**config.mk**
```make
export PLATFORM = sky130hd
export DESIGN_NAME = two_gate_speed_trap
export DESIGN_NICKNAME = d
export VERILOG_FILES = /design/src/sv/tgst_pkg.sv /design/src/sv/two_gate_speed_trap.sv
export SDC_FILE = /design/constraint.sdc
export NUM_CORES = 1
export LEC_CHECK = 0
export BUFFER_PORTS_ARGS = -buffer_cell sky130_fd_sc_hd__buf_2
export CAP_MARGIN = 20
export CORE_AREA = 2 2 214 426
export CTS_BUF_LIST = sky130_fd_sc_hd__clkbuf_4 sky130_fd_sc_hd__clkbuf_8
export DETAILED_ROUTE_END_ITERATION = 16
export DIE_AREA = 0 0 216 428
export GPL_ROUTABILITY_DRIVEN = 0
export REMOVE_ABC_BUFFERS = 1
export SLEW_MARGIN = 20
export SYNTH_ARGS = -nofsm -noshare
export SYNTH_HDL_FRONTEND = slang
export SYNTH_SLANG_ARGS = --single-unit
```
**constraint.sdc**
```tcl
create_clock -name clk -period 21.2 [get_ports clk]
set_input_delay 2.12 -clock clk [delete_from_list [all_inputs] [get_ports clk]]
set_output_delay 2.12 -clock clk [all_outputs]
set_load 0.05 [all_outputs]
```
**src/sv/tgst_pkg.sv**
```systemverilog
// tgst_pkg: shared types and constants for the two-gate speed trap
// no dependencies; imported by two_gate_speed_trap and its checker
`timescale 1ns / 1ps

package tgst_pkg;

  // default width of the timestamp arithmetic
  localparam int TIME_BITS_DEF = 32;

  // port field widths
  localparam int NOW_W   = 32;
  localparam int DIST_W  = 16;
  localparam int DEB_W   = 20;
  localparam int TOUT_W  = 32;
  localparam int CFG_W   = 32;
  localparam int IDX_W   = 2;
  localparam int SPEED_W = 24;
  localparam int S_DATA_W = 40;
  localparam int M_DATA_W = 32;

  // register reset values
  localparam logic [DIST_W-1:0] DIST_RST = DIST_W'(500);
  localparam logic [DEB_W-1:0]  DEB_RST  = DEB_W'(5000);
  localparam logic [TOUT_W-1:0] TOUT_RST = TOUT_W'(2000000);

  // 0.01 km/h per (mm/us): 3.6 * 1e6 * 100 / 1e3
  localparam int CENTI_PER_MM_US = 360000;
  // dividend width: 16-bit distance times a 19-bit constant
  localparam int NUM_W = 35;
  localparam int CNT_W = $clog2(NUM_W);

  localparam logic [SPEED_W-1:0] SPEED_MAX = {SPEED_W{1'b1}};

  // configuration register indexes
  localparam logic [IDX_W-1:0] REG_DIST     = IDX_W'(0);
  localparam logic [IDX_W-1:0] REG_DEBOUNCE = IDX_W'(1);
  localparam logic [IDX_W-1:0] REG_TIMEOUT  = IDX_W'(2);

  // sequencer states
  typedef enum logic [1:0] {
    ST_IDLE,
    ST_MUL,
    ST_DIV,
    ST_OUT
  } state_t;

endpackage

```
**src/sv/two_gate_speed_trap.sv**
```systemverilog
// Timing: an item is taken only when the block is idle. A step that leaves no
// finished measurement shows its result in the cycle after the transfer; a
// step with both gates captured goes through a multiply state and then a
// restoring divider that forms the speed one quotient bit per cycle, after
// which the result waits in the output register until taken. The block takes
// no new item before the last result is taken: tready stays low from the
// input transfer until the result transfer.
//
// two_gate_speed_trap: debounced two-gate timer with speed computation
// depends on tgst_pkg
`timescale 1ns / 1ps

module two_gate_speed_trap #(
  parameter int TIME_BITS = tgst_pkg::TIME_BITS_DEF
) (
  input  logic                          clk,
  input  logic                          rst,
  // configuration write port
  input  logic                          cfg_wen,
  input  logic [tgst_pkg::IDX_W-1:0]    cfg_index,
  input  logic [tgst_pkg::CFG_W-1:0]    cfg_data,
  // input stream
  input  logic                          s_axis_tvalid,
  output logic                          s_axis_tready,
  // now_us[31:0], fall_a[32], fall_b[33], clear_req[34], zero fill
  input  logic [tgst_pkg::S_DATA_W-1:0] s_axis_tdata,
  // result stream
  output logic                          m_axis_tvalid,
  input  logic                          m_axis_tready,
  // speed_ready[0], speed_centi_kmh[24:1], armed[25], timed_out[26], zero fill
  output logic [tgst_pkg::M_DATA_W-1:0] m_axis_tdata
);

  import tgst_pkg::*;

  localparam int T  = TIME_BITS;
  localparam int CW = (TIME_BITS > 32) ? TIME_BITS : 32;

  // configuration registers
  logic [DIST_W-1:0] gate_dist;
  logic [DEB_W-1:0]  debounce;
  logic [TOUT_W-1:0] timeout;

  // measurement state
  logic         armed_flag, captured_flag;
  logic [T-1:0] start_time, end_time, last_a, last_b;
  logic         armed_flag_next, captured_flag_next;
  logic [T-1:0] start_time_next, end_time_next, last_a_next, last_b_next;
  logic         tout_next;

  // sequencer and datapath
  state_t           state, state_next;
  logic [NUM_W-1:0] num;
  logic [T-1:0]     rem, dt;
  logic [CNT_W-1:0] cnt;
  logic             res_ready, res_armed, res_tout;
  logic [SPEED_W-1:0] res_speed;

  // input unpacking
  logic [T-1:0] now_t;
  logic         fa, fb, clr;
  logic [T-1:0] el_a, el_b, el_s;
  logic         take;

  // divider step
  logic [T:0]   rem_sh;
  logic         qbit;

  assign now_t = T'(s_axis_tdata[NOW_W-1:0]);
  assign fa    = s_axis_tdata[NOW_W];
  assign fb    = s_axis_tdata[NOW_W+1];
  assign clr   = s_axis_tdata[NOW_W+2];
  assign take  = s_axis_tvalid && s_axis_tready;

  // configuration writes
  always_ff @(posedge clk) begin
    if (rst) begin
      gate_dist <= DIST_RST;
      debounce  <= DEB_RST;
      timeout   <= TOUT_RST;
    end else if (cfg_wen) begin
      case (cfg_index)
        REG_DIST:     gate_dist <= cfg_data[DIST_W-1:0];
        REG_DEBOUNCE: debounce  <= cfg_data[DEB_W-1:0];
        REG_TIMEOUT:  timeout   <= cfg_data[TOUT_W-1:0];
        default: ;
      endcase
    end
  end

  // one step: clear, edge a, edge b, timeout
  always_comb begin
    armed_flag_next    = armed_flag;
    captured_flag_next = captured_flag;
    start_time_next    = start_time;
    end_time_next      = end_time;
    last_a_next        = last_a;
    last_b_next        = last_b;
    tout_next          = 1'b0;
    el_a = now_t - last_a;
    el_b = now_t - last_b;
    if (clr) begin
      armed_flag_next    = 1'b0;
      captured_flag_next = 1'b0;
      start_time_next    = '0;
      end_time_next      = '0;
    end
    if (fa && (CW'(el_a) >= CW'(debounce))) begin
      last_a_next = now_t;
      if (!armed_flag_next) begin
        start_time_next = now_t;
        armed_flag_next = 1'b1;
      end
    end
    if (fb && (CW'(el_b) >= CW'(debounce))) begin
      last_b_next = now_t;
      if (armed_flag_next && !captured_flag_next) begin
        end_time_next      = now_t;
        captured_flag_next = 1'b1;
      end
    end
    el_s = now_t - start_time_next;
    if (armed_flag_next && !captured_flag_next && (CW'(el_s) > CW'(timeout))) begin
      armed_flag_next    = 1'b0;
      captured_flag_next = 1'b0;
      start_time_next    = '0;
      end_time_next      = '0;
      tout_next          = 1'b1;
    end
  end

  // state update on each input transfer
  always_ff @(posedge clk) begin
    if (rst) begin
      armed_flag    <= 1'b0;
      captured_flag <= 1'b0;
      start_time    <= '0;
      end_time      <= '0;
      last_a        <= '0;
      last_b        <= '0;
    end else if (take) begin
      armed_flag    <= armed_flag_next;
      captured_flag <= captured_flag_next;
      start_time    <= start_time_next;
      end_time      <= end_time_next;
      last_a        <= last_a_next;
      last_b        <= last_b_next;
    end
  end

  // restoring divider step: one quotient bit per cycle
  assign rem_sh = {rem, num[NUM_W-1]};
  assign qbit   = (rem_sh >= {1'b0, dt});

  // next state
  always_comb begin
    state_next = state;
    case (state)
      ST_IDLE: if (take) state_next = (armed_flag_next && captured_flag_next) ? ST_MUL : ST_OUT;
      ST_MUL:  state_next = ST_DIV;
      ST_DIV:  if (cnt == '0) state_next = ST_OUT;
      ST_OUT:  if (m_axis_tready) state_next = ST_IDLE;
      default: state_next = ST_IDLE;
    endcase
  end

  always_ff @(posedge clk) begin
    if (rst) state <= ST_IDLE;
    else     state <= state_next;
  end

  // handshake outputs
  always_comb begin
    s_axis_tready = (state == ST_IDLE) && !rst;
    m_axis_tvalid = (state == ST_OUT);
  end

  // datapath: capture flags, multiply, divide, saturate
  always_ff @(posedge clk) begin
    case (state)
      ST_IDLE: begin
        if (take) begin
          res_ready <= armed_flag_next && captured_flag_next;
          res_armed <= armed_flag_next;
          res_tout  <= tout_next;
          res_speed <= '0;
        end
      end
      ST_MUL: begin
        num <= NUM_W'(gate_dist) * NUM_W'(CENTI_PER_MM_US);
        rem <= '0;
        cnt <= CNT_W'(NUM_W - 1);
        dt  <= end_time - start_time;
        // end at or before start: quotient forced to zero below
        if (end_time <= start_time) res_ready <= 1'b1;
      end
      ST_DIV: begin
        rem <= qbit ? T'(rem_sh - {1'b0, dt}) : rem_sh[T-1:0];
        num <= {num[NUM_W-2:0], qbit};
        cnt <= cnt - CNT_W'(1);
        if (cnt == '0) begin
          if (end_time <= start_time)
            res_speed <= '0;
          else if (|num[NUM_W-2:SPEED_W-1])
            res_speed <= SPEED_MAX;
          else
            res_speed <= {num[SPEED_W-2:0], qbit};
        end
      end
      default: ;
    endcase
  end

  assign m_axis_tdata = {(M_DATA_W - SPEED_W - 3)'(0), res_tout, res_armed, res_speed, res_ready};

endmodule

```
==> metrics.md, run 1 <==
| Metric | Value |
|---|---|
| Status | `completed` |
| Layout cells sized above 1 | `8.34%` |
| P_int | `2.06 mW` |
| Cts hold-fix bufs | `0` |
| WS Path Type | `input pin to flip-flop` |
| Clock power share | `20.0%` |
| CP startpoint kind | `input pin` |
| Post-route cell area | `30500 um2` |
| Syn Inst Count | `3148` |
| Drc violations | `0` |
| Main synth FF type | `dfxtp_1` |
| Die X | `216 um` |
| Sw Pwr | `1.48 mW` |
| Commonest cells after routing, fill and taps aside | `405 x inv_1, 334 x ha_1, 268 x nand2_1` |
| RSZ-0062 raised after global routing | `false` |
| Final hold viol count | `0` |
| DR WL/cell | `17.7 um` |
| Leading area contributor after synthesis | `ha_1` |
| FF+latch count, synth | `332` |
| Critical-path top delay cell | `a2111oi_0` |
| Setup TNS | `0 ns` |
| Slew HR | `28.6%` |
| Initial antenna violation count | `5` |
| Die area | `92400 um2` |
| Sequential-to-total area share from yosys stat | `29.0%` |
| Worst-Skew Late Latency | `0.71 ns` |
| Worst Path Max Fanout | `32` |
| Row cnt | `155` |
| Final Setup Violations | `0` |
| Starting density of the core | `30.8%` |
| Fmax | `72.4 MHz` |
| Synth warn | `0` |
| Worst-path clk slew | `0.07 ns` |
| CTS buffer count | `55` |
| I/O Pins | `113` |
| DRT Pass-1 Iters | `5` |
| Vias per Instance | `5.07` |
| Largest cells by area after synthesis | `ha_1 15%, dfxtp_1 15%, edfxtp_1 14%, fa_1 7.1%, inv_1 5.5%` |
| Via count | `22500` |
| Largest stage delay, worst path | `0.67 ns` |
| Synth Area per Inst | `8.72 um2` |
| Maximum number of pins on one net before global-route repair | `72` |
| Commonest non-fill, non-tap cell in the layout | `inv_1` |
| Crit path top cell by count | `o21ai_0` |
| Dpl hpwl | `62200 um` |
| Remaining antenna violation count after routing | `0` |
| R2R depth | `55` |
| Pins over their slew limit | `0` |
| Period utilization | `65.2%` |
| Crit. End Element | `flip-flop` |
| Post-synth EDFFs | `132` |
| Max clock buf depth | `3` |
| Die H | `428 um` |
| Worst EP arrival | `14.40 ns` |
| I/O Buffers | `102` |
| Max VDD drop | `60.1 uV` |
| Initial DRC count | `1167` |
| Root Driver | `clkbuf_8` |
| Count of unique library cells instantiated by Yosys | `84` |
| # clock sinks | `332` |
| Final Power | `3.54 mW` |
| Post-DP Area | `29200 um2` |
| Required time worst endpoint | `21.78 ns` |
| GRT overflow | `0` |
| CTS H-tree depth | `2` |
| Syn-to-layout area delta | `11.1%` |
| MaxCap Viol Count | `0` |
| Final core utilization | `34.2%` |
| Vias in the first global route | `23300` |
| Final min period | `13.82 ns` |
| Comb power frac | `52.5%` |
| Pwr/cell area | `116 nW/um2` |
| P_leak | `12.9 nW` |
| Reg power frac | `27.5%` |
| Post-CTS setup buffers | `0` |
| Post-layout nets | `3729` |
| Filler cells | `9422` |
| Core Area | `89200 um2` |
| CTS tree | `yes` |
| Type of the tightest min-delay check | `flip-flop to flip-flop` |
| GRT Util Overall | `17.1%` |
| Worst hold stages | `2` |
| # resized after CTS | `0` |
| Sw frac | `41.8%` |
| Clk_skew | `0.0423 ns` |
| Async S/R FF share, synth | `0%` |
| Worst-margin pin slew | `1.07 ns` |
| Post-synth top area share | `15.3%` |
| Post-Syn Area | `27500 um2` |
| First-pass GRT wire length | `125000 um` |
| Routed WL | `78800 um` |
-- critical path: cells and delay by family --
kind | cells | cell delay [ns]
AO/OA/AOI/OAI | 32 | 7.84
AND/OR/NAND/NOR | 13 | 1.60
buffers and inverters | 5 | 1.00
XOR/XNOR | 2 | 0.35
adder cells (fa/ha/maj) | 5 | 1.45
-- power by group through the flow --
| stage | combinational [mW] | sequential, mW | clock (mW) |
|---|---|---|---|
| after global placement | 1.84 | 0.986 | 0 |
| after detailed placement | 1.87 | 0.988 | 0 |
| final | 1.86 | 0.973 | 0.708 |
| after floorplan | 1.39 | 1.00 | 0 |
| after global routing | 2.10 | 0.991 | 0.752 |
| after CTS | 1.88 | 0.976 | 0.732 |
-- cells by family after synthesis --
group	share of synthesized area, %
compound gates	18.8
xor+xnor	4.37
fa+ha+maj	22.5
buf+inv	7.44
flops	29.0
mux	3.92
other cells	0.0137
simple gates	14.0
-- worst paths after layout --
kind,start,end,slack (ns)
setup / recovery,s_axis_tdata[0],end_time[11],7.38
hold / removal,timeout[23],timeout[23],0.45
setup reg to reg,last_a[0],end_time[11],8.78
hold reg to reg,timeout[23],timeout[23],0.45
-- layout make-up --
cell class | instances | area, um2 | share of cell area (%)
diodes | 3 | 7.51 | 0.0246
repair buffers | 125 | 689 | 2.26
inverters | 405 | 1520 | 4.98
clock inverters | 40 | 480 | 1.57
flip-flops and latches | 332 | 7970 | 26.1
clock buffers | 64 | 850 | 2.78
well taps | 1177 | 1470 | 4.83
multi-input cells | 2297 | 17500 | 57.4
-- synth_stat cells (18+ instances only) --
cell type    n
inv_1      405
ha_1       336
nand2_1    268
nor2_1     230
a21oi_1    229
dfxtp_1    200
edfxtp_1   132
o21ai_0    107
fa_1        98
mux2i_1     94
a21o_1      93
xnor2_1     82
clkbuf_1    77
nand3_1     70
xor2_1      55
o21a_1      52
o31ai_1     47
nor3_1      41
o21ai_1     40
nor2b_1     35
nand4_1     32
a22oi_1     31
nand2b_1    30
and3_1      22
a211oi_1    21
buf_2       20
and2_1      19
o21bai_1    19
a211o_1     18
a31oi_1     18
or3_1       18
-- per-stage QoR --
step                instances  setup slack (ns)  hold slack (ns)
global route             4441              6.53            0.472
floorplan                3034              8.45            0.430
CTS                      4440              7.57            0.457
global placement         4336              7.14            0.442
finish                   4443              7.38            0.454
detailed placement       4336              6.87            0.448
-- flip-flops by register name (all words and copies together) (netlist names), 24 cells and up --
name and flops:
start_time 32, num 35, res_speed 24, last_b 32
rem 32, end_time 32, dt 32, last_a 32
timeout 32
-- routing by layer --
metal,up-vias,wire (um),global-route usage [%]
li1,11100,-,-
met1,10700,28100,16.5
met2,457,41800,32.9
met3,210,2520,1.93
met4,2,6310,12.2
met5,-,13,0
Note: power is estimated with default switching activity, not from simulation.
==> inputs of run 2 (changes only) <==
==> constraint.sdc (replaced) <==
create_clock -name clk -period 11.5 [get_ports clk]
set_input_delay 1.15 -clock clk [delete_from_list [all_inputs] [get_ports clk]]
set_output_delay 1.15 -clock clk [all_outputs]
set_load 0.05 [all_outputs]
==> metrics.md, run 2 (synthesized netlist as in run 1, its figures left out) <==
| Metric | Value |
|---|---|
| Status | `completed (unchanged)` |
| Worst-path clk slew | `0.06 ns (was 0.07 ns)` |
| Pwr/cell area | `210 nW/um2 (was 116 nW/um2)` |
| Worst Path Max Fanout | `4 (was 32)` |
| Post-DP Area | `29700 um2 (was 29200 um2)` |
| Critical-path top delay cell | `fa_1 (was a2111oi_0)` |
| WS Path Type | `input pin to flip-flop (unchanged)` |
| Syn-to-layout area delta | `13.1% (was 11.1%)` |
| Type of the tightest min-delay check | `flip-flop to flip-flop (unchanged)` |
| Final hold viol count | `0 (unchanged)` |
| Slew HR | `28.5% (was 28.6%)` |
| Pre-CTS setup slack | `-0.186 ns (was 6.87 ns)` |
| Cts hold-fix bufs | `0 (unchanged)` |
| Largest stage delay, worst path | `0.38 ns (was 0.67 ns)` |
| Clock power share | `19.2% (was 20.0%)` |
| Initial antenna violation count | `4 (was 5)` |
| CTS tree | `yes (unchanged)` |
| Drc violations | `0 (unchanged)` |
| CTS H-tree depth | `2 (unchanged)` |
| Final core utilization | `34.8% (was 34.2%)` |
| Post-route cell area | `31100 um2 (was 30500 um2)` |
| Worst EP arrival | `11.29 ns (was 14.40 ns)` |
| P_leak | `13.3 nW (was 12.9 nW)` |
| Row cnt | `155 (unchanged)` |
| Reg power frac | `27.7% (was 27.5%)` |
| Commonest cells after routing, fill and taps aside | `405 x inv_1, 334 x ha_1, 268 x nand2_1 (unchanged)` |
| Initial DRC count | `1045 (was 1167)` |
| Via count | `23000 (was 22500)` |
| Core Area | `89200 um2 (unchanged)` |
| Sw frac | `41.9% (was 41.8%)` |
| Post-route setup slack | `0.802 ns (was 7.38 ns)` |
| Die H | `428 um (unchanged)` |
| Final Power | `6.52 mW (was 3.54 mW)` |
| Vias per Instance | `5.09 (was 5.07)` |
| Final min period | `10.70 ns` |
| Clk_skew | `0.0623 ns (was 0.0423 ns)` |
| Fmax | `93.5 MHz` |
| Worst hold stages | `2 (unchanged)` |
| Required time worst endpoint | `12.09 ns (was 21.78 ns)` |
| CTS buffer count | `56 (was 55)` |
| Maximum number of pins on one net before global-route repair | `74 (was 72)` |
| Worst-margin pin slew | `1.07 ns (about the same)` |
| Vias in the first global route | `23700 (was 23300)` |
| Dpl hpwl | `65800 um (was 62200 um)` |
| Register bank with the most flops | `num (unchanged)` |
| Worst-Skew Late Latency | `0.72 ns (was 0.71 ns)` |
| P_int | `3.79 mW (was 2.06 mW)` |
| Setup TNS | `0 ns (unchanged)` |
| Crit. End Element | `flip-flop (unchanged)` |
| GRT overflow | `0 (unchanged)` |
| Commonest non-fill, non-tap cell in the layout | `inv_1 (unchanged)` |
| Placed cells | `4403 (was 4336)` |
| Post-CTS setup buffers | `0 (unchanged)` |
| Die X | `216 um (unchanged)` |
| Routed WL | `82000 um (was 78800 um)` |
| Final Non-Filler Cells | `4513 (was 4443)` |
| CP startpoint kind | `input pin (unchanged)` |
| # clock sinks | `332 (unchanged)` |
| Number of flip-flops in the largest register | `35 (unchanged)` |
| Comb power frac | `53.2% (was 52.5%)` |
| Pins over their slew limit | `0 (unchanged)` |
| I/O Buffers | `102 (unchanged)` |
| DRT Pass-1 Iters | `8 (was 5)` |
| Root Driver | `clkbuf_8 (unchanged)` |
| GRT Util Overall | `17.6% (was 17.1%)` |
| Worst hold margin | `0.457 ns (was 0.454 ns)` |
| Remaining antenna violation count after routing | `0 (unchanged)` |
| Max VDD drop | `152 uV (was 60.1 uV)` |
| # resized after CTS | `0 (unchanged)` |
| I/O Pins | `113 (unchanged)` |
| Die area | `92400 um2 (unchanged)` |
| MaxCap Viol Count | `0 (unchanged)` |
| Max clock buf depth | `3 (unchanged)` |
| First-pass GRT wire length | `127000 um (was 125000 um)` |
| RSZ-0062 raised after global routing | `false (unchanged)` |
| Post-layout nets | `3798 (was 3729)` |
| Starting density of the core | `30.8% (unchanged)` |
| Layout cells sized above 1 | `10.6% (was 8.34%)` |
| Final Setup Violations | `0 (unchanged)` |
| Sw Pwr | `2.73 mW (was 1.48 mW)` |
| DR WL/cell | `18.2 um (was 17.7 um)` |
| Period utilization | `93.0%` |
| R2R depth | `48 (was 55)` |
[run 2: changes by cell type in the layout (fill, tap and decap cells not counted), sizes merged]
cell and delta:
inv +3, clkbuf +13, bufinv -5, buf +68, clkinv -5, clkinvlp -4
[run 2: path summary, 6_finish.rpt]
kind	start	endpoint	slack, ns
setup / recovery	s_axis_tdata[0]	start_time[31]	0.80
hold / removal	timeout[26]	timeout[26]	0.46
setup reg to reg	last_a[7]	start_time[31]	1.13
hold reg to reg	timeout[26]	timeout[26]	0.46
[run 2: cell type report]
class | count | area (um2)
Clock inverter | 29 | 310
Clock buffer | 77 | 991
Multi-Input combinational cell | 2297 | 17500
Antenna cell | 3 | 7.51
Timing Repair Buffer | 193 | 1250
Tap cell | 1177 | 1470
Inverter | 405 | 1520
Sequential cell | 332 | 7970
Fill cell | 9383 | 58100
[run 2: layer usage]
metal	routed length (um)	up-vias	track usage, %
li1	-	11300	-
met1	28000	10900	16.3
met2	44100	518	34.4
met3	2550	259	1.92
met4	7430	0	13.9
met5	0	-	0
[run 2: worst max-delay path: cells and delay by family]
family                     cells  cell delay (ns)
AOI/OAI and AO/OA             26             5.15
xor gates and xnor gates       2             0.36
adders and majority gates      5             1.39
buffers and inverters          8             1.17
and+or+nand+nor               14             1.99
[run 2: power groups by stage]
stage / Combinational (mW) / Sequential, mW / Clock (mW)
after floorplan: 2.56 / 1.85 / 0
after global placement: 3.44 / 1.82 / 0
after detailed placement: 3.48 / 1.83 / 0
after CTS: 3.50 / 1.81 / 1.30
after global routing: 3.92 / 1.83 / 1.33
final: 3.47 / 1.80 / 1.25
==> inputs of run 3 (changes only) <==
--- a/config.mk
+++ b/config.mk
@@ -7,11 +7,14 @@
 export LEC_CHECK = 0
 export BUFFER_PORTS_ARGS = -buffer_cell sky130_fd_sc_hd__buf_2
 export CAP_MARGIN = 20
+export CELL_PAD_IN_SITES_DETAIL_PLACEMENT = 0
+export CELL_PAD_IN_SITES_GLOBAL_PLACEMENT = 2
 export CORE_AREA = 2 2 214 426
 export CTS_BUF_LIST = sky130_fd_sc_hd__clkbuf_4 sky130_fd_sc_hd__clkbuf_8
 export DETAILED_ROUTE_END_ITERATION = 16
 export DIE_AREA = 0 0 216 428
 export GPL_ROUTABILITY_DRIVEN = 0
+export PLACE_DENSITY_LB_ADDON = 0.1
 export REMOVE_ABC_BUFFERS = 1
 export SLEW_MARGIN = 20
 export SYNTH_ARGS = -nofsm -noshare
==> metrics.md, run 3 (synthesized netlist as in run 1, its figures left out) <==
| Metric | Value |
|---|---|
| Status | `completed (unchanged)` |
| Final Non-Filler Cells | `4575 (was 4513)` |
| Number of flip-flops in the largest register | `35 (unchanged)` |
| GRT overflow | `0 (unchanged)` |
| GRT Util Overall | `19.6% (was 17.6%)` |
| CTS buffer count | `57 (was 56)` |
| Root Driver | `clkbuf_8 (unchanged)` |
| WHS Endpoint | `timeout[30] (was timeout[26])` |
| Core Area | `89200 um2 (unchanged)` |
| Register bank with the most flops | `num (unchanged)` |
| Final hold viol count | `0 (unchanged)` |
| Cts hold-fix bufs | `0 (unchanged)` |
| Type of the tightest min-delay check | `flip-flop to flip-flop (unchanged)` |
| Critical-path top delay cell | `fa_1 (unchanged)` |
| Required time worst endpoint | `12.06 ns (was 12.09 ns)` |
| Remaining antenna violation count after routing | `0 (unchanged)` |
| Pins over their slew limit | `0 (unchanged)` |
| Period utilization | `94.8% (was 93.0%)` |
| WS Path Type | `input pin to flip-flop (unchanged)` |
| Crit. End Element | `flip-flop (unchanged)` |
| Worst min-delay path startpoint | `timeout[30] (was timeout[26])` |
| R2R depth | `56 (was 48)` |
| Vias in the first global route | `24700 (was 23700)` |
| Die H | `428 um (unchanged)` |
| Pwr/cell area | `212 nW/um2 (was 210 nW/um2)` |
| CP Launch Point | `s_axis_tdata[0] (unchanged)` |
| Max VDD drop | `186 uV (was 152 uV)` |
| First-pass GRT wire length | `140000 um (was 127000 um)` |
| Syn-to-layout area delta | `15.0% (was 13.1%)` |
| Routed WL | `90200 um (was 82000 um)` |
| CP startpoint kind | `input pin (unchanged)` |
| Via count | `22900 (was 23000)` |
| Drc violations | `0 (unchanged)` |
| Vias per Instance | `5.00 (was 5.09)` |
| Post-route setup slack | `0.599 ns (was 0.802 ns)` |
| Starting density of the core | `30.8% (unchanged)` |
| Reg2reg start | `last_a[0] (was last_a[7])` |
| Reg2reg setup slack | `0.88 ns (was 1.13 ns)` |
| Largest stage delay, worst path | `0.41 ns (was 0.38 ns)` |
| Commonest cells after routing, fill and taps aside | `405 x inv_1, 334 x ha_1, 268 x nand2_1 (unchanged)` |
| I/O Buffers | `102 (unchanged)` |
| CTS tree | `yes (unchanged)` |
| Placed cells | `4467 (was 4403)` |
| Maximum number of pins on one net before global-route repair | `75 (was 74)` |
| Worst-path clk slew | `0.07 ns (was 0.06 ns)` |
| Die X | `216 um (unchanged)` |
| # clock sinks | `332 (unchanged)` |
| DR WL/cell | `19.7 um (was 18.2 um)` |
| Slew HR | `30.2% (was 28.5%)` |
| Initial antenna violation count | `5 (was 4)` |
| Max clock buf depth | `3 (unchanged)` |
| Reg2reg end | `end_time[6] (was start_time[31])` |
| Layout cells sized above 1 | `12.4% (was 10.6%)` |
| Fmax | `91.7 MHz (was 93.5 MHz)` |
| I/O Pins | `113 (unchanged)` |
| Dpl hpwl | `74200 um (was 65800 um)` |
| Worst-margin pin slew | `1.05 ns (was 1.07 ns)` |
| Clk_skew | `0.0729 ns (was 0.0623 ns)` |
| Post-layout nets | `3863 (was 3798)` |
| Final min period | `10.90 ns (was 10.70 ns)` |
| Commonest non-fill, non-tap cell in the layout | `inv_1 (unchanged)` |
| Row cnt | `155 (unchanged)` |
| Crit path top cell by count | `buf_4` |
| Pre-CTS setup slack | `-0.672 ns (was -0.186 ns)` |
| Initial DRC count | `914 (was 1045)` |
| Worst Path Max Fanout | `32 (was 4)` |
| Worst-Skew Late Latency | `0.75 ns (was 0.72 ns)` |
| DRT Pass-1 Iters | `7 (was 8)` |
| CTS H-tree depth | `2 (unchanged)` |
| Die area | `92400 um2 (unchanged)` |
| RSZ-0062 raised after global routing | `false (unchanged)` |
| Worst hold stages | `2 (unchanged)` |
| P_leak | `13.6 nW (was 13.3 nW)` |
| Final Setup Violations | `0 (unchanged)` |
| Worst EP arrival | `11.46 ns (was 11.29 ns)` |
| MaxCap Viol Count | `0 (unchanged)` |
run 3: changes by cell type in the layout (fill, tap and decap cells not counted), moves of 2 or more:
cell / previous run / this run
a21oi_1: 228 / 225
a21oi_2: 3 / 5
a31oi_2: 3 / 1
buf_12: 4 / 2
buf_4: 87 / 153
clkbuf_4: 11 / 18
clkbuf_8: 66 / 68
clkinv_2: 15 / 8
clkinv_4: 2 / 0
inv_4: 2 / 0
o21ai_0: 106 / 104
o21ai_2: 0 / 2
run 3: per-layer routing:
layer	GRT usage, %	routed length (um)	share of wire, %	vias to the layer above
li1	-	-	-	11400
met1	18.6	31500	35	11000
met2	40.8	52000	58	320
met3	2.02	2070	2.3	160
met4	9.11	4580	5.1	4
met5	0	32	0.035	-
run 3: metrics by stage:
step	hold WS (ns)	total power, mW	instance area [um2]	TNS (ns)	util [%]
2_1_floorplan	0.430	4.41	27000	-15.26	-
3_3_place_gp	0.446	5.44	30200	-41.14	33.8
3_5_place_dp	0.448	5.47	30200	-40.17	33.8
4_1_cts	0.457	6.81	31500	0	35.3
5_1_grt	0.483	7.30	31600	0	35.4
6_report	0.452	6.69	31600	0	35.4
run 3: repair_timing:
action / in CTS / in global routing
setup buffers: 0 / 0
endpoints found under the setup margin: 0 / 67
gates resized for setup: 0 / 15
run 3: power breakdown:
part | switching (mW) | leakage, nW | internal, mW | total [mW]
Sequential | 0.141 | 2.88 | 1.66 | 1.80
Combinational | 2.12 | 10.0 | 1.48 | 3.61
Clock | 0.567 | 0.693 | 0.711 | 1.28
run 3: layout make-up:
class	instances	area, um2
Fill cell	9430	57600
Multi-Input combinational cell	2297	17600
Sequential cell	332	7970
Timing Repair Buffer	257	1710
Inverter	405	1520
Tap cell	1177	1470
Clock buffer	86	1070
Clock inverter	19	245
Antenna cell	2	5.00
run 3: critical path, delay by kind of cell:
kind                       cells  cell delay, ns
AOI/OAI and AO/OA             26            4.98
and+or+nand+nor               15            2.08
buffers and inverters         11            1.61
adders and majority gates      5            1.36
xor gates and xnor gates       1            0.26
run 3: how the worst max path moves through the flow:
stage / end
floorplan: end_time[0]
global placement: start_time[9]
detailed placement: end_time[6]
CTS: end_time[6]
global route: end_time[6]
finish: end_time[6]
